`src/design/per_class_box_suppression_macros.svh`:
```
// Assertion macros shared by the per-class box suppression RTL.
// Each macro samples on clk_i and is disabled while rst_ni is low.
`ifndef PER_CLASS_BOX_SUPPRESSION_MACROS_SVH
`define PER_CLASS_BOX_SUPPRESSION_MACROS_SVH

// Plain property check.
`define PCBS_ASSERT(lbl, prop, msg) \
  lbl: assert property (@(posedge clk_i) disable iff (!rst_ni) (prop)) else $error(msg);

// Condition in one cycle implies a consequence in the next cycle.
`define PCBS_ASSERT_NEXT(lbl, ante, cons, msg) \
  lbl: assert property (@(posedge clk_i) disable iff (!rst_ni) (ante) |=> (cons)) else $error(msg);

`endif

```
`src/design/pcbs_ram.sv`:
```
// ----------------------------------------------------------------------------
// pcbs_ram
// Generic single-write, single-read RAM with a registered read port.
// ----------------------------------------------------------------------------
module pcbs_ram #(
  parameter int unsigned Width = 8,
  parameter int unsigned Depth = 2,
  localparam int unsigned AddrW = (Depth > 1) ? $clog2(Depth) : 1
) (
  input  logic             clk_i,
  input  logic             we_i,
  input  logic [AddrW-1:0] waddr_i,
  input  logic [Width-1:0] wdata_i,
  input  logic [AddrW-1:0] raddr_i,
  output logic [Width-1:0] rdata_o
);

  logic [Width-1:0] mem [Depth];

  always_ff @(posedge clk_i) begin
    if (we_i) begin
      mem[waddr_i] <= wdata_i;
    end
    rdata_o <= mem[raddr_i];
  end

endmodule

```
`config.mk`:
```
export PLATFORM = sky130hd
export DESIGN_NAME = pcbs_ram
export DESIGN_NICKNAME = d
export VERILOG_FILES = /design/src/design/per_class_box_suppression_macros.svh /design/src/design/pcbs_ram.sv
export SDC_FILE = /design/constraint.sdc
export NUM_CORES = 1
export LEC_CHECK = 0
export ABC_CLOCK_PERIOD_IN_PS = 1100
export BUFFER_PORTS_ARGS = -buffer_cell sky130_fd_sc_hd__buf_2
export CORE_MARGIN = 4
export CORE_UTILIZATION = 28
export CTS_CLUSTER_SIZE = 10
export DETAILED_ROUTE_END_ITERATION = 10
export PLACE_DENSITY = 0.47
export SETUP_SLACK_MARGIN = 0.05
export SLEW_MARGIN = 20
export SYNTH_ARGS = -nofsm -noshare
export SYNTH_HDL_FRONTEND = slang
export SYNTH_SLANG_ARGS = --single-unit
```
`constraint.sdc`:
```
create_clock -name clk_i -period 1.1 [get_ports clk_i]
set_input_delay 0.22 -clock clk_i [delete_from_list [all_inputs] [get_ports clk_i]]
set_output_delay 0.22 -clock clk_i [all_outputs]
set_load 0.02 [all_outputs]
```
# Yosys cells after proc, flatten, opt, wreduce, memory -nomap -nowiden
# Memory sizes are Yosys's and may differ from the RTL's. A register that Yosys moved wholly into a read port is not among the register bits.
# Cells that the tools add are included.
[op_classes]
muxes = 2
[ops]
columns = ["op", "n"]
rows = [
  ["2-to-1 mux 1 bit", 2],
]
[totals]
ff_bits = 0
ramBits = 16
wordCells = 3
memories = 1
[memory_table]
columns = ["name", "words", "word_bits", "read_ports", "rd_clocked_by_memory_dff", "write_ports", "line_no", "text"]
rows = [
  ["mem", 2, 8, 1, 1, 1, "pcbs_ram.sv:18", "logic [Width-1:0] mem [Depth];"],
]

# Depth between registers and ports, before layout
[logic_depth]
word_depth = 2
ltp_mapped = 2
depth_no_buf = 1

# Worst setup path before layout
# OpenSTA, ideal clock, no wires.
[synth_timing]
kind = "input to register"
start = "input port we_i"
end = "memory mem[0][0], enable pin"
arrival_ns = 0.640
required_ns = 0.727
slack_ns = 0.087
stages = 1
path_buffers = 0
cell_sequence = "nor2b_1"
[synth_via]
elab_chain_cells = 2
[synth_rtl]
columns = ["element", "line_no", "text"]
rows = [
  ["start, declared", "pcbs_ram.sv:11", "input logic we_i,"],
  ["2-to-1 mux 1 bit", "pcbs_ram.sv:21", "if (we_i) begin"],
  ["2-to-1 mux 1 bit (implied by the code)", "pcbs_ram.sv:22", "mem[waddr_i] <= wdata_i;"],
  ["end, declared", "pcbs_ram.sv:18", ""],
]
# No other way between the ends.

# Worst setup path after layout
[layout_timing]
start = "register rdata_o[5], read port of mem"
end = "output port rdata_o[5]"
[layout_rtl]
columns = ["element", "line_no", "text"]
rows = [
  ["start, declared", "pcbs_ram.sv:15", "output logic [Width-1:0] rdata_o"],
]
# No word-level cell between the ends.

==> metrics.txt <==
outcome=completed; power share of the clock group=a little over a quarter; netlist area before placement=approximately 800 um^2; WP data required=0.88 ns; Max IR drop VDD=between 1 and 1.5 mV; CTS tree=built; worst-path cell chain=buf_4; Top Ports=20; Initial Util=30.56%; DIE HEIGHT=approximately 60 um; vias per inst=between 4 and 5; wire per inst=10.85 um; Crit path largest cell delay=between 0.3 and 0.4 ns; DRT iter0 DRCs=4; worst hold path depth=1; die width=60.93 um; P_leak=between 0.4 and 0.5 nW; prevailing post-synth register cell=edfxtp_1; top cells by count, synth=16 x edfxtp_1, 8 x dfxtp_1, 8 x mux2_4; CP arrival=between 0.7 and 0.8 ns; Seq pwr share=63.1%; iteration count of the initial detailed-routing pass=2; hold slack=~0.094 ns; FP Rows=18; Max Clk Rate=slightly above 1 GHz; Worst-path clk slew=around 0.12 ns; Die Area=around 3700 um^2; multi-input logic area=about 130 um^2; routed via count=around 370; Num CTS Buffers=3; crit path capture type=primary output; Worst Path Max Fanout=1; startpoint types=register; post-placement setup slack=0.1781 ns; Finish-stage setup viols=0; Switching Fraction=between 10% and 20%; largest net degree at the start of global routing=14; Synth Register Bits=24; worst r2r path cells=1; initial antenna violation count=0; Synth Net Count=47; minimum clock period after layout=around 1 ns; max cap viols=0; HP Class=input pin to register; global-route wire length before repair=roughly 1400 um; Final Hold Fails=0; Worst path top cell family by delay=flip-flops; Crit-path slowest cell=dfxtp_1; Seq/Total Area, Yosys=slightly above 80%; post-route setup slack=between 0.1 and 0.15 ns; Inserted Diodes=0; Post-synth EDFFs=16; PD cells=about 1700 nW/um^2; Slew @ Worst Pin=between 0.2 and 0.3 ns; Area contributors post-synth=edfxtp_1 61%, dfxtp_1 20%, mux2_4 15%; share of cells above drive strength 1=a little under three fifths; Critical path buffers and inverters=1; synth-to-layout area growth=26.16%; most frequent cell after synthesis=edfxtp_1; ANT nets after route=0; synth warn=0; DRC errors left=0; number of port buffers=19; max_slew headroom=83.20%; max-slew violations=0; WL final=just under 1000 um; Layout Utilization=38.55%; Syn Inst Count=35; root buf cell=clkbuf_4; NumNets Final=72; CORE AREA=2567 um^2; WP depth=1; CTS Hold Bufs=0; Pint=0.001330 W; Sink Count=24; Gate power share=between 10% and 20%; overall routing resource usage=5.906%; Avg Inst Size Synth=around 22 um^2; Switching Power=0.0003315 W; unrepaired setup endpoints after global routing=false; GR Overflow Total=0; CTS max path bufs=2; Yosys top cell by area=edfxtp_1; share of the synthesized area in the top cell type=between 60% and 70%; total power=0.001662 W; Layout Skew=about 0.0068 ns; final worst-path cycle share=90.03%; # H-tree levels=1; sequential cell area=640.6 um^2; kind of critical path=register to primary output; Fillers=262; GP Congestion=0.6039; Skew-Pair Late Insertion Delay=around 0.30 ns; Synth cell types=6; asr flop ratio synth=0%; setup TNS=0 ns; vias in the first global route=about 370
==> kinds of logic (layout without fill, tap and decap cells) <==
logic type	after synthesis	count (layout)	share of synthesized area [%]
muxes	8	8	15.31
and+or+nand+nor	2	2	1.596
buffers and inverters	1	25	1.435
DFF	24	24	81.66
==> stage by stage <==
| stage | cell area [um^2] | instances |
|---|---|---|
| 2_1_floorplan | 784.5 | 35 |
| 3_3_place_gp | 933.4 | 85 |
| 3_5_place_dp | 933.4 | 85 |
| 4_1_cts | 969.7 | 89 |
| 5_1_grt | 989.7 | 89 |
| 6_report | 989.7 | 89 |
==> state kept, by name (all words and copies together), names as in the netlist <==
| signal | flops |
|---|---|
| mem | 16 |
| rdata_o | 8 |
==> power by group through the flow <==
stage                     sequential, W  clock, W  combinational (W)
after floorplan                 0.00110         0          0.0000621
after global placement          0.00107         0           0.000162
after detailed placement        0.00107         0           0.000163
after CTS                       0.00105  0.000470           0.000163
after global routing            0.00105  0.000509           0.000185
final                           0.00105  0.000441           0.000173
==> metal layers <==
metal	GRT usage, %	vias up	wire, um
met5	0	-	0
met4	0.9288	0	9
met3	5.532	2	109
met2	10.84	16	522
met1	4.527	175	325
li1	-	180	-
==> final cells by class <==
| class | instances | share of cell area [%] |
|---|---|---|
| sequential | 24 | 64.73 |
| timing repair buffer | 21 | 14.41 |
| multi-input combinational | 10 | 13.40 |
| tap | 30 | 3.793 |
| clock buffer | 4 | 3.666 |
==> final timing paths <==
check                           startpoint    endpoint  slack (ns)
worst max-delay path            rdata_o[5]  rdata_o[5]        0.11
worst min-delay path            wdata_i[5]   mem[1][5]        0.09
worst max register to register   mem[0][7]  rdata_o[7]        0.36
worst min register to register   mem[0][2]  rdata_o[2]        0.48
==> layout by cell type (no fill, tap or decap) <==
cell,instances
buf_12,1
dfxtp_1,8
buf_4,9
nor2b_1,1
edfxtp_1,16
and2_1,1
buf_2,11
clkbuf_4,3
clkbuf_8,1
mux2_4,8
==> timing repair <==
| action | 4_1_cts | 5_1_grt |
|---|---|---|
| gates resized for setup | 0 | 8 |
| endpoints found under the setup margin | 0 | 8 |
| hold endpoints to repair | 0 | 0 |
| setup buffers | 0 | 0 |
Note: power is estimated with default switching activity, not from simulation.
