[src/design/per_class_box_suppression_macros.svh]
// Assertion macros shared by the per-class box suppression RTL.
// Each macro samples on clk_i and is disabled while rst_ni is low.
`ifndef PER_CLASS_BOX_SUPPRESSION_MACROS_SVH
`define PER_CLASS_BOX_SUPPRESSION_MACROS_SVH

// Plain property check.
`define PCBS_ASSERT(lbl, prop, msg) \
  lbl: assert property (@(posedge clk_i) disable iff (!rst_ni) (prop)) else $error(msg);

// Condition in one cycle implies a consequence in the next cycle.
`define PCBS_ASSERT_NEXT(lbl, ante, cons, msg) \
  lbl: assert property (@(posedge clk_i) disable iff (!rst_ni) (ante) |=> (cons)) else $error(msg);

`endif

[src/design/pcbs_pkg.sv]
// ----------------------------------------------------------------------------
// pcbs_pkg
// Types, constants and the ranking function of the per-class box suppression.
// ----------------------------------------------------------------------------
package pcbs_pkg;

  localparam int unsigned MaxBoxes = 64;

  localparam logic [15:0] ScoreThrReset   = 16'd32768;
  localparam logic [15:0] OverlapThrReset = 16'd29491;

  // Configuration register indexes.
  localparam logic [7:0] CfgScoreThr   = 8'd0;
  localparam logic [7:0] CfgOverlapThr = 8'd1;

  typedef struct packed {
    logic [15:0] cx;
    logic [15:0] cy;
    logic [15:0] w;
    logic [15:0] h;
    logic [15:0] score;
    logic [7:0]  cls;
  } box_t;

  // What one cell shows its neighbors.
  typedef struct packed {
    logic valid;
    logic take;
    box_t box;
  } link_t;

  typedef enum logic [1:0] {
    OP_HOLD,
    OP_INSERT,
    OP_POP
  } cell_op_e;

  typedef enum logic [3:0] {
    ST_LOAD,
    ST_POP,
    ST_CHECK,
    ST_RD,
    ST_MUL,
    ST_UNI,
    ST_PROD,
    ST_CMP,
    ST_KEEP,
    ST_FLUSH
  } state_e;

  // True when box a sorts strictly ahead of box b: lower class first, then
  // higher score. Equal keys keep arrival order.
  function automatic logic rank_before(box_t a, box_t b);
    logic r;
    if (a.cls != b.cls) begin
      r = (a.cls < b.cls);
    end else begin
      r = (a.score > b.score);
    end
    return r;
  endfunction

endpackage

[src/design/pcbs_cell.sv]
// ----------------------------------------------------------------------------
// pcbs_cell
// One slot of the sorting chain: holds a box, takes its left neighbor's box
// or the new box on insertion, and its right neighbor's box on a pop.
// ----------------------------------------------------------------------------
module pcbs_cell (
  input  logic              clk_i,
  input  logic              rst_ni,
  input  pcbs_pkg::cell_op_e op_i,
  input  pcbs_pkg::box_t    new_box_i,
  input  pcbs_pkg::link_t   left_i,
  input  pcbs_pkg::link_t   right_i,
  output pcbs_pkg::link_t   link_o
);

  logic           valid_q, valid_d;
  pcbs_pkg::box_t box_q, box_d;
  logic           take;

  // The new box belongs here or further left.
  assign take = !valid_q || pcbs_pkg::rank_before(new_box_i, box_q);

  always_comb begin
    valid_d = valid_q;
    box_d   = box_q;
    unique case (op_i)
      pcbs_pkg::OP_INSERT: begin
        if (take) begin
          if (left_i.take) begin
            valid_d = left_i.valid;
            box_d   = left_i.box;
          end else begin
            valid_d = 1'b1;
            box_d   = new_box_i;
          end
        end
      end
      pcbs_pkg::OP_POP: begin
        valid_d = right_i.valid;
        box_d   = right_i.box;
      end
      default: begin
      end
    endcase
  end

  always_ff @(posedge clk_i or negedge rst_ni) begin
    if (!rst_ni) begin
      valid_q <= 1'b0;
    end else begin
      valid_q <= valid_d;
    end
  end

  always_ff @(posedge clk_i) begin
    box_q <= box_d;
  end

  assign link_o = '{valid: valid_q, take: take, box: box_q};

endmodule

[config.mk]
export PLATFORM = sky130hd
export DESIGN_NAME = pcbs_cell
export DESIGN_NICKNAME = d
export VERILOG_FILES = /design/src/design/per_class_box_suppression_macros.svh /design/src/design/pcbs_pkg.sv /design/src/design/pcbs_cell.sv
export SDC_FILE = /design/constraint.sdc
export NUM_CORES = 1
export LEC_CHECK = 0
export ABC_AREA = 0
export ABC_CLOCK_PERIOD_IN_PS = 4700
export BUFFER_PORTS_ARGS = -buffer_cell sky130_fd_sc_hd__clkbuf_2
export CAP_MARGIN = 20
export CORE_MARGIN = 2
export CORE_UTILIZATION = 25
export CTS_BUF_LIST = sky130_fd_sc_hd__clkbuf_8
export CTS_CLUSTER_DIAMETER = 100
export DETAILED_ROUTE_END_ITERATION = 7
export PLACE_DENSITY = 0.56
export SYNTH_ARGS = -nofsm -noshare
export SYNTH_HDL_FRONTEND = slang
export SYNTH_SLANG_ARGS = --single-unit
[constraint.sdc]
create_clock -name clk_i -period 4.7 [get_ports clk_i]
set_input_delay 0.235 -clock clk_i [delete_from_list [all_inputs] [get_ports clk_i]]
set_output_delay 0.235 -clock clk_i [all_outputs]
set_load 0.1 [all_outputs]
# Word-level counts from Yosys, hierarchy flattened
# Index checks and enable logic that the tools add are counted.
# word_totals
regBits,89
word_cells,24
out_inout_bits,90
in_bits,272
# op_classes
mux,7
n_eq_ne,4
n_reduce_logical,4
order_cmp,2
# ops
operator,count
88-bit two-way mux,2
88-bit one-hot mux with 2 select lines,1
16-bit greater-than comparator,1
8-bit less-than comparator,1
8-bit inequality test,1
1-bit two-way mux,3
"2-bit by 1-bit == test with 1-bit output, second input constant",1
"2-bit == test, second input constant",1
"2-bit inequality test, second input constant",1
1-bit one-hot mux with 2 select lines,1
2-bit AND reduction,1
2-bit nonzero test,1
1-bit logical NOT,1
1-bit logical OR,1

# Depth between registers and ports, before layout
# Gate-level depths: netlist of the first run.
# logic_depth
ltp_word,5
ltp_mapped,8

# Least setup slack after synthesis of the first run
# OpenSTA, ideal clock, no wires.
# synth_timing
path_kind,reg-to-reg
from,reg box_q (netlist bit link_o[2])
to,"reg box_q (netlist bit link_o[0]), enable pin"
period_less_slack_ps,4552
path_stages_with_launch,8
n_path_buf,0
required_ps,4246
arrival_time_ps,4098
path_slack_ps,148
path_cell_list,edfxtp_1 inv_1 ha_1 a21o_1 a221oi_2 a2bb2oi_2 a21o_1 a31o_1
# synth_between
elab_chain_cells,5
elab_cells_between_ends,6
# synth_rtl
element,line_no,text
start: declaration,pcbs_cell.sv:17,"pcbs_pkg::box_t box_q, box_d;"
start signal: assignment,pcbs_cell.sv:56,box_q <= box_d;
8-bit less-than comparator / 8-bit inequality test (equally long branches),"pcbs_pkg.sv:56, pcbs_pkg.sv:55",
1-bit two-way mux *,pcbs_pkg.sv:55,if (a.cls != b.cls) begin
1-bit logical OR *,pcbs_cell.sv:21,"assign take = !valid_q || pcbs_pkg::rank_before(new_box_i, box_q);"
2-bit inequality test (no source line) *,--,
2-bit AND reduction (no source line) *,--,
# Mark *: on every way between the ends. The rest lies on a longest branch, timed or not.
# A chain may end at the register's enable or synchronous reset.

# Final worst setup path of the first run
# layout_timing
from,reg box_q (netlist bit link_o[2])
to,"reg box_q (netlist bit link_o[62]), enable pin"
# The elaborated chain is that of the path after synthesis.

==> impl_metrics.csv, run 1 <==
group,metric,value,unit
clock_network,cts_max_level,3,
timing,finalSetupViolations,0,
route,drt_total_wl,15200,um
global_routing,grt_pass1_wl,22900,um
hold_path,min-delay-path-class,"in -> reg",
floorplanning,row_count,52,
global_routing,grt_max_degree,94,
outcome,outcome,"complete, no violations",
power,totalPowerFinal,2490,uW
timing,max_freq,358,MHz
synthesis,synthesis.nets,778,
synthesis,synth_cell_type_count,33,
placement,standard_cell_area_after_detailed_placement,7240,um^2
synthesis,post-synth-top-area-fraction,0.507,
worst_setup_path,crit_path_start_kind,"register",
timing,timing.slew.headroom,0.462,
route,initialDrtViolationCount,101,
worst_setup_path,worstSetupPathType,"reg -> reg",
clock_network,cts_root_buffer,"clkbuf_8",
finish,commonest_non_fill_non_tap_cell_in_the_layout,"clkbuf_2",
job,max_cap_violations,0,
synthesis,post_synth_instance_area,5220,um^2
synthesis,syn_area_per_cell,10.8,um^2
finish,diodes,0,
finish,finish.instance_area,7430,um^2
route,via_per_inst,4.25,
route,routed-via-count,4682,
floorplanning,core_area,20400,um^2
synthesis,synthesis.instances,482,
floorplanning,initial_core_utilization,0.256,
timing,finalMaxSlewViolations,0,
route,wl_per_cell,13.8,um
placement,io_buffers,360,
synthesis,synth_top_cell_by_area,"edfxtp_1",
clock_network,tritoncts,"yes",
power,p_leak,0.00369,uW
clock_network,clkTransAtPathRegs,110,ps
worst_setup_path,cp_max_fo,53,
floorplanning,dieWidth,148,um
finish,drive_gt1_frac,0.463,
floorplanning,fp.dieH,148,um
clock_network,clkLatencyLatePin,370,ps
global_routing,grt_antenna_before_repair,0,
route,remaining_antenna_violation_count_after_routing,0,
power,worst_ir_drop_vdd,0.148,mV
placement,hpwl,12300,um
finish,finish.utilization,0.365,
finish,finish.net_count,1123,
finish,layout-area-overhead-vs-synth,42.4,%
synthesis,ys_ff_latch,89,
worst_setup_path,signal_arrival_time_at_the_worst_endpoint,2830,ps
finish,filler_cell_count,2102,
global_routing,via_count_of_the_first_global_routing_pass,4487,
synthesis,synth_top_cells_by_area,"edfxtp_1, mux2i_1, o21ai_0",
worst_setup_path,critPathCaptureType,"register",
route,remaining_drc_errors,0,
worst_setup_path,cp_data_required_time,4740,ps
clock_network,post-cts-setup-buffer-count,0,
clock_network,clkSinkCount,89,
timing,final_min_period_over_clock_period,0.594,
floorplanning,ioPinCount,362,
floorplanning,die-area,22000,um^2
route,drt_pre_antenna_iters,4,
synthesis,yosysSeqAreaShare,0.512,
timing,timing.setup.tns,0,ps
finish,layout.cells.most_common_list,"clkbuf_2, nand2_1, mux2i_1",
placement,place_congestion,0.765,
power,pwr_density_cell,335,nW/um^2
timing,tightest_slew,807,ps
global_routing,grt.total_usage,0.133,
timing,timing.clock.skew,19.4,ps
timing,hold_viol_final,0,
timing,post-route-min-period,2790,ps
global_routing,grt_overflow_total,0,
clock_network,cts_buffers,9,
synthesis,synth-warning-count,0,
clock_network,cts_max_path_buffers,2,
timing,rsz0062_at_grt,"no",
-- flip-flops by register name, summed over array words and instances (netlist names) --
signal and flops:
link_o 88, valid_q 1
-- stage by stage --
step | worst slack (ps) | cells | hold WS [ps]
after detailed placement | 1850 | 1085 | 12.7
final | 1910 | 1102 | 130
after global routing | 1650 | 1102 | 110
after floorplan | 148 | 482 | -60.6
after global placement | 1880 | 1085 | 10.0
after CTS | 1820 | 1102 | 95.2
-- worst paths after layout --
check                                 start          to  slack (ps)  depth (start not counted)
worst min register to register      valid_q     valid_q         830                          3
worst max register to register    link_o[2]  link_o[62]        1910                          8
worst max-delay path              link_o[2]  link_o[62]        1910                          8
max in group asynchronous            rst_ni     valid_q        4420                          2
min in group asynchronous            rst_ni     valid_q         190                          2
worst min-delay path            right_i[19]  link_o[19]         130                          3
-- cells by family after synthesis --
kind of cell	share of synthesized area
buf+inv	0.0533
fa+ha+maj	0.0576
mux	0.171
simple gates	0.0876
compound gates	0.119
flops	0.512
-- final cells by class --
type | instances | area [um^2] | share of cell area
sequential | 89 | 2670 | 0.359
multi-input combinational | 336 | 2280 | 0.307
timing repair buffer | 365 | 1870 | 0.252
tap | 270 | 338 | 0.0455
clock buffer | 9 | 124 | 0.0167
inverter | 26 | 97.6 | 0.0131
clock inverter | 7 | 53.8 | 0.00724
-- timing repair --
item	in CTS	in global routing
gates resized for setup	0	0
hold buffers	1	0
endpoints found under the hold margin	1	0
-- synth_stat cells --
master and count:
dfrtp_1 1, nand2b_1 2, mux2i_1 89, a41o_1 1, buf_6 3, edfxtp_1 88, a21o_2 1, nand4_1 3
and3_1 1, ha_1 24, a21o_1 4, inv_1 26, a2bb2oi_2 1, nor3_1 1, nor2_1 2, o21ai_0 86
and4_1 1, buf_4 6, o22a_1 1, a31o_1 1, nor2b_1 1, a21oi_1 8, a221oi_2 2, a31oi_1 1
nor2b_4 1, a22o_1 1, clkbuf_2 1, o21ai_1 5, or3_1 1, clkbuf_1 7, buf_2 14, nand2_1 95
nand3_1 3
-- critical path, stage by stage, from the launching register on --
cell and delay (ps):
edfxtp_1 410, inv_1 70, ha_1 230, a21o_1 200, a221oi_2 340, a2bb2oi_2 220
a21o_1 150, a31o_4 440, buf_12 350
-- metal layers --
layer  GRT usage  routed length (um)  vias up
li1            -                   -     2431
met1       0.154                6180     2040
met2       0.238                7640      195
met3      0.0301                1050       16
met4      0.0529                 296        0
met5           0                   0        -
-- report_power, final --
group,leakage [uW],internal [uW],total [uW],switching (uW)
sequential,0.000862,974,1000,25.4
combinational,0.00274,225,984,759
clock,0.0000892,197,503,306
Note: power is estimated with default switching activity, not from simulation.
==> inputs of run 2 (changes only) <==
--- a/config.mk
+++ b/config.mk
@@ -6,7 +6,7 @@
 export NUM_CORES = 1
 export LEC_CHECK = 0
 export ABC_AREA = 0
-export ABC_CLOCK_PERIOD_IN_PS = 4700
+export ABC_CLOCK_PERIOD_IN_PS = 2300
 export BUFFER_PORTS_ARGS = -buffer_cell sky130_fd_sc_hd__clkbuf_2
 export CAP_MARGIN = 20
 export CORE_MARGIN = 2
@@ -14,7 +14,7 @@
 export CTS_BUF_LIST = sky130_fd_sc_hd__clkbuf_8
 export CTS_CLUSTER_DIAMETER = 100
 export DETAILED_ROUTE_END_ITERATION = 7
-export PLACE_DENSITY = 0.56
+export PLACE_DENSITY = 0.58
 export SYNTH_ARGS = -nofsm -noshare
 export SYNTH_HDL_FRONTEND = slang
 export SYNTH_SLANG_ARGS = --single-unit
==> constraint.sdc (replaced) <==
create_clock -name clk_i -period 2.3 [get_ports clk_i]
set_input_delay 0.115 -clock clk_i [delete_from_list [all_inputs] [get_ports clk_i]]
set_output_delay 0.115 -clock clk_i [all_outputs]
set_load 0.1 [all_outputs]
==> impl_metrics.csv, run 2 (same netlist as run 1, synthesis figures left out) <==
group,metric,value,unit
outcome,outcome,"finished, violations left",
outcome,failed_checks,"setup timing",
timing,layout_setup_ws,-36.3,ps
worst_setup_path,worstSetupPathType,"reg -> reg",
finish,drive_gt1_frac,0.487,
global_routing,via_count_of_the_first_global_routing_pass,4677,
worst_setup_path,path_buf_inv,4,
timing,timing.setup.tns,-1910,ps
finish,filler_cell_count,2062,
finish,number_of_flip_flops_in_the_largest_register,88,
route,route.met2.wl,8600,um
floorplanning,dieWidth,148,um
worst_setup_path,signal_arrival_time_at_the_worst_endpoint,2460,ps
timing,rsz0062_at_grt,"yes",
route,drt_pre_antenna_iters,4,
timing,final_min_period_over_clock_period,1.02,
floorplanning,row_count,52,
power,totalPowerFinal,5490,uW
floorplanning,ioPinCount,362,
worst_setup_path,r2r_slack,-40,ps
worst_setup_path,cp_data_required_time,2420,ps
finish,layout.cells.most_common_list,"clkbuf_2, nand2_1, mux2i_1",
floorplanning,die-area,22000,um^2
route,initialDrtViolationCount,144,
power,worst_ir_drop_vdd,0.324,mV
route,maxUsedRoutingLayer,"met4",
worst_setup_path,crit_chain,"inv_2 > ha_4 > a21oi_4 > o21ai_2 > a221oi_4 > nand3_2 > buf_6 > a31o_4 > buf_12 > buf_12",
clock_network,tritoncts,"yes",
clock_network,clkLatencyLatePin,360,ps
floorplanning,core_area,20400,um^2
route,routed-via-count,4861,
global_routing,grt_overflow_total,0,
route,via_per_inst,4.27,
timing,tightest_slew,674,ps
route,drt_total_wl,16500,um
placement,hpwl,12800,um
clock_network,cts_buffers,9,
clock_network,clkSinkCount,89,
finish,seqCellArea,2670,um^2
placement,placement.setup.worst_slack,26.9,ps
timing,max_freq,428,MHz
floorplanning,initial_core_utilization,0.256,
worst_setup_path,crit_path_start_kind,"register",
worst_setup_path,cp_max_fo,18,
timing,timing.slew.headroom,0.550,
global_routing,grt_pass1_wl,23800,um
timing,timing.clock.skew,12.3,ps
clock_network,cts_max_path_buffers,2,
global_routing,grt_max_degree,81,
finish,diodes,0,
clock_network,cts_max_level,3,
finish,layout-area-overhead-vs-synth,54.6,%
power,p_leak,0.00393,uW
finish,multiInputGateArea,2420,um^2
worst_setup_path,crit_path_top_delay_cell,"edfxtp_1",
clock_network,cts_root_buffer,"clkbuf_8",
worst_setup_path,critPathCaptureType,"register",
worst_setup_path,delay_of_the_slowest_cell_on_the_worst_path,410,ps
timing,finalSetupViolations,75,
timing,hold_viol_final,0,
timing,post-route-min-period,2340,ps
finish,finish.net_count,1160,
hold_path,min-delay-path-class,"in -> reg",
worst_setup_path,kind_of_cell_with_the_highest_combined_delay_on_the_critical_path,"compound AO/OA/AOI/OAI gates",
floorplanning,fp.dieH,148,um
job,max_cap_violations,0,
timing,finalMaxSlewViolations,0,
finish,commonest_non_fill_non_tap_cell_in_the_layout,"clkbuf_2",
placement,place_congestion,0.780,
route,remaining_drc_errors,0,
global_routing,grt_antenna_before_repair,0,
power,pwr_density_cell,680,nW/um^2
route,dr_wl_met3,1150,um
route,remaining_antenna_violation_count_after_routing,0,
route,met1Wirelength,6540,um
global_routing,grt.total_usage,0.139,
route,wl_per_cell,14.5,um
worst_setup_path,critical-path-top-cell-by-count,"buf_12",
clock_network,clkTransAtPathRegs,100,ps
placement,io_buffers,360,
run 2: stage by stage:
stage	hold slack, ps	util	std cells	instance area (um^2)
after floorplan	-181	-	482	5260
after global placement	-109	0.361	1091	7350
after detailed placement	-105	0.361	1091	7350
after CTS	0.0443	0.383	1125	7800
after global routing	12.3	0.396	1139	8060
final	29.9	0.396	1139	8060
run 2: metal layers:
layer / GRT usage / vias to the layer above
met2: 0.260 / 207
met1: 0.154 / 2138
li1: - / 2502
met4: 0.0471 / 0
met3: 0.0344 / 14
met5: 0 / -
run 2: cell type report:
class	instances	share of cell area
Inverter	26	0.0121
Clock buffer	9	0.0154
Multi-Input combinational cell	336	0.300
Timing Repair Buffer	402	0.288
Tap cell	270	0.0419
Clock inverter	7	0.0116
Sequential cell	89	0.331
run 2: path summary, 6_finish.rpt:
path	end	from	depth (start not counted)
min in group asynchronous	valid_q	rst_ni	2
max in group asynchronous	valid_q	rst_ni	2
min	link_o[35]	right_i[35]	3
max reg2reg	link_o[32]	link_o[17]	10
min reg2reg	valid_q	valid_q	3
max	link_o[32]	link_o[17]	10
run 2: power by group:
group	switching [uW]	leakage (uW)	total (uW)	internal, uW
Clock	607	0.000102	1220	613
Sequential	55.1	0.000862	2050	1990
Combinational	1620	0.00297	2220	604
run 2: worst reg2reg max path, delay by kind of cell, from the launching register on:
kind                       cells  cell delay (ps)
AOI/OAI and AO/OA              4              770
DFF                            1              410
and+or+nand+nor                1              150
buffers and inverters          4              530
adders and majority gates      1              200
run 2: repair_timing:
| item | in CTS | in global routing |
|---|---|---|
| hold buffers | 16 | 0 |
| cloned | 1 | 5 |
| pin swaps | 3 | 9 |
| gates resized for setup | 6 | 12 |
| buffers inserted | 1 | 9 |
| hold endpoints to repair | 16 | 0 |
| setup endpoints to repair | 29 | 89 |
==> inputs of run 3 (changes only) <==
--- a/config.mk
+++ b/config.mk
@@ -9,12 +9,15 @@
 export ABC_CLOCK_PERIOD_IN_PS = 2300
 export BUFFER_PORTS_ARGS = -buffer_cell sky130_fd_sc_hd__clkbuf_2
 export CAP_MARGIN = 20
+export CORE_ASPECT_RATIO = 0.5
 export CORE_MARGIN = 2
 export CORE_UTILIZATION = 25
 export CTS_BUF_LIST = sky130_fd_sc_hd__clkbuf_8
 export CTS_CLUSTER_DIAMETER = 100
 export DETAILED_ROUTE_END_ITERATION = 7
+export GPL_TIMING_DRIVEN = 0
 export PLACE_DENSITY = 0.58
+export SLEW_MARGIN = 20
 export SYNTH_ARGS = -nofsm -noshare
 export SYNTH_HDL_FRONTEND = slang
 export SYNTH_SLANG_ARGS = --single-unit
==> impl_metrics.csv, run 3 (same netlist as run 1, synthesis figures left out) <==
group,metric,value,unit
power,comb_power_share,0.418,
timing,finalSetupViolations,58,
route,remaining_antenna_violation_count_after_routing,0,
power,pwr_density_cell,668,nW/um^2
route,routed-via-count,5337,
global_routing,via_count_of_the_first_global_routing_pass,5144,
worst_setup_path,critical-path-top-cell-by-count,"buf_6",
route,initialDrtViolationCount,420,
finish,number_of_flip_flops_in_the_largest_register,88,
power,clkPwrFrac,0.207,
finish,finish.net_count,1190,
global_routing,grt.total_usage,0.176,
worst_setup_path,cp_max_fo,24,
clock_network,cts_max_level,3,
finish,filler_cell_count,2082,
route,via_per_inst,4.55,
placement,place_congestion,0.951,
timing,post-route-min-period,2420,ps
route,wl_per_cell,17.8,um
power,switching_share,0.434,
timing,rsz0062_at_grt,"yes",
worst_setup_path,worstSetupPathType,"reg -> reg",
timing,layout_setup_ws,-122,ps
timing,final_min_period_over_clock_period,1.05,
worst_setup_path,path_buf_inv,4,
outcome,failed_checks,"setup timing",
placement,io_buffers,359,
clock_network,clkSinkCount,89,
power,seq_power_share,0.375,
floorplanning,die-area,22100,um^2
global_routing,grt_pass1_wl,29400,um
power,power.switching,2370,uW
route,remaining_drc_errors,0,
placement,placement.setup.worst_slack,-485,ps
finish,drive_gt1_frac,0.489,
finish,finish.utilization,0.399,
finish,layout.cells.most_common_list,"clkbuf_2, nand2_1, mux2i_1",
clock_network,clkLatencyLatePin,370,ps
floorplanning,row_count,37,
outcome,outcome,"finished, violations left",
power,p_int,3090,uW
worst_setup_path,crit_path_start_kind,"register",
global_routing,grt_max_degree,25,
timing,timing.clock.skew,15.2,ps
clock_network,clkTransAtPathRegs,100,ps
power,totalPowerFinal,5460,uW
floorplanning,ioPinCount,362,
finish,commonest_non_fill_non_tap_cell_in_the_layout,"clkbuf_2",
clock_network,cts_max_path_buffers,2,
route,drt_pre_antenna_iters,6,
clock_network,cts_root_buffer,"clkbuf_8",
placement,hpwl,16000,um
worst_setup_path,signal_arrival_time_at_the_worst_endpoint,2540,ps
clock_network,tritoncts,"yes",
timing,tightest_slew,1140,ps
route,drt_total_wl,20900,um
floorplanning,fp.dieH,106,um
worst_setup_path,cp_data_required_time,2410,ps
timing,finalMaxSlewViolations,0,
worst_setup_path,critPathCaptureType,"register",
timing,max_freq,413,MHz
floorplanning,core_area,20500,um^2
timing,timing.slew.headroom,0.235,
finish,layout-area-overhead-vs-synth,56.8,%
hold_path,min-delay-path-class,"in -> reg",
power,worst_ir_drop_vdd,0.266,mV
finish,diodes,0,
timing,hold_viol_final,0,
worst_setup_path,delay_of_the_slowest_cell_on_the_worst_path,430,ps
worst_setup_path,crit_path_top_delay_cell,"edfxtp_1",
floorplanning,dieWidth,208,um
power,p_leak,0.00401,uW
clock_network,cts_buffers,9,
global_routing,grt_antenna_before_repair,0,
floorplanning,initial_core_utilization,0.254,
job,max_cap_violations,0,
worst_setup_path,kind_of_cell_with_the_highest_combined_delay_on_the_critical_path,"compound AO/OA/AOI/OAI gates",
worst_setup_path,crit_chain,"inv_2 > ha_4 > a21oi_1 > nand2_1 > a221oi_2 > nand3_2 > buf_6 > buf_6 > a31o_4 > buf_16",
global_routing,grt_overflow_total,0,
## run 3: routing by layer
layer	track usage	routed length [um]	vias to the layer above
met1	0.237	9590	2588
met5	0	0	-
met4	0.0319	187	0
met3	0.0331	834	18
li1	-	-	2586
met2	0.297	10300	145
## run 3: per-stage QoR
step           instances  instance area, um^2  setup TNS [ps]  hold slack, ps
2_1_floorplan        482                 5260          -75730            -181
3_3_place_gp        1114                 7390          -55530            -109
3_5_place_dp        1115                 7420          -30140            -108
4_1_cts             1159                 8010           -5080           0.638
5_1_grt             1172                 8180          -10470            13.7
6_report            1172                 8180           -5650            26.7
## run 3: repair_timing
action / CTS / global route
gates resized for setup: 18 / 13
pin swaps: 8 / 9
hold buffers: 21 / 1
hold endpoints to repair: 21 / 1
gates cloned: 3 / 4
setup endpoints to repair: 89 / 89
buffers inserted: 5 / 8
## run 3: area by class of cell
cell class | instances | area, um^2 | area share
Timing Repair Buffer | 396 | 2220 | 0.271
Multi-Input combinational cell | 342 | 2490 | 0.304
Tap cell | 273 | 342 | 0.0418
Clock inverter | 7 | 70.1 | 0.00857
Clock buffer | 9 | 124 | 0.0151
Buffer | 30 | 173 | 0.0211
Sequential cell | 89 | 2670 | 0.326
Inverter | 26 | 97.6 | 0.0119
## run 3: power by group through the flow
| stage | Combinational, uW | Sequential (uW) | Clock [uW] |
|---|---|---|---|
| 5_1_grt | 2390 | 2070 | 1230 |
| 6_report | 2280 | 2050 | 1130 |
| 2_1_floorplan | 486 | 3150 | 0 |
| 3_3_place_gp | 2090 | 2080 | 0 |
| 3_5_place_dp | 2120 | 2090 | 0 |
| 4_1_cts | 2230 | 2050 | 1180 |
## run 3: tightest hold or removal path, stage by stage
cell,delay [ps]
clkbuf_2,80
nand2_1,30
o21ai_0,60
## run 3: final timing paths
| kind | start | end | slack, ps | cells past startpoint |
|---|---|---|---|---|
| min reg2reg | valid_q | valid_q | 830 | 3 |
| max reg2reg | link_o[22] | link_o[58] | -120 | 10 |
| max in group asynchronous | rst_ni | valid_q | 2160 | 2 |
| min | right_i[37] | link_o[37] | 30 | 3 |
| min in group asynchronous | rst_ni | valid_q | 60 | 2 |
| max | link_o[22] | link_o[58] | -120 | 10 |
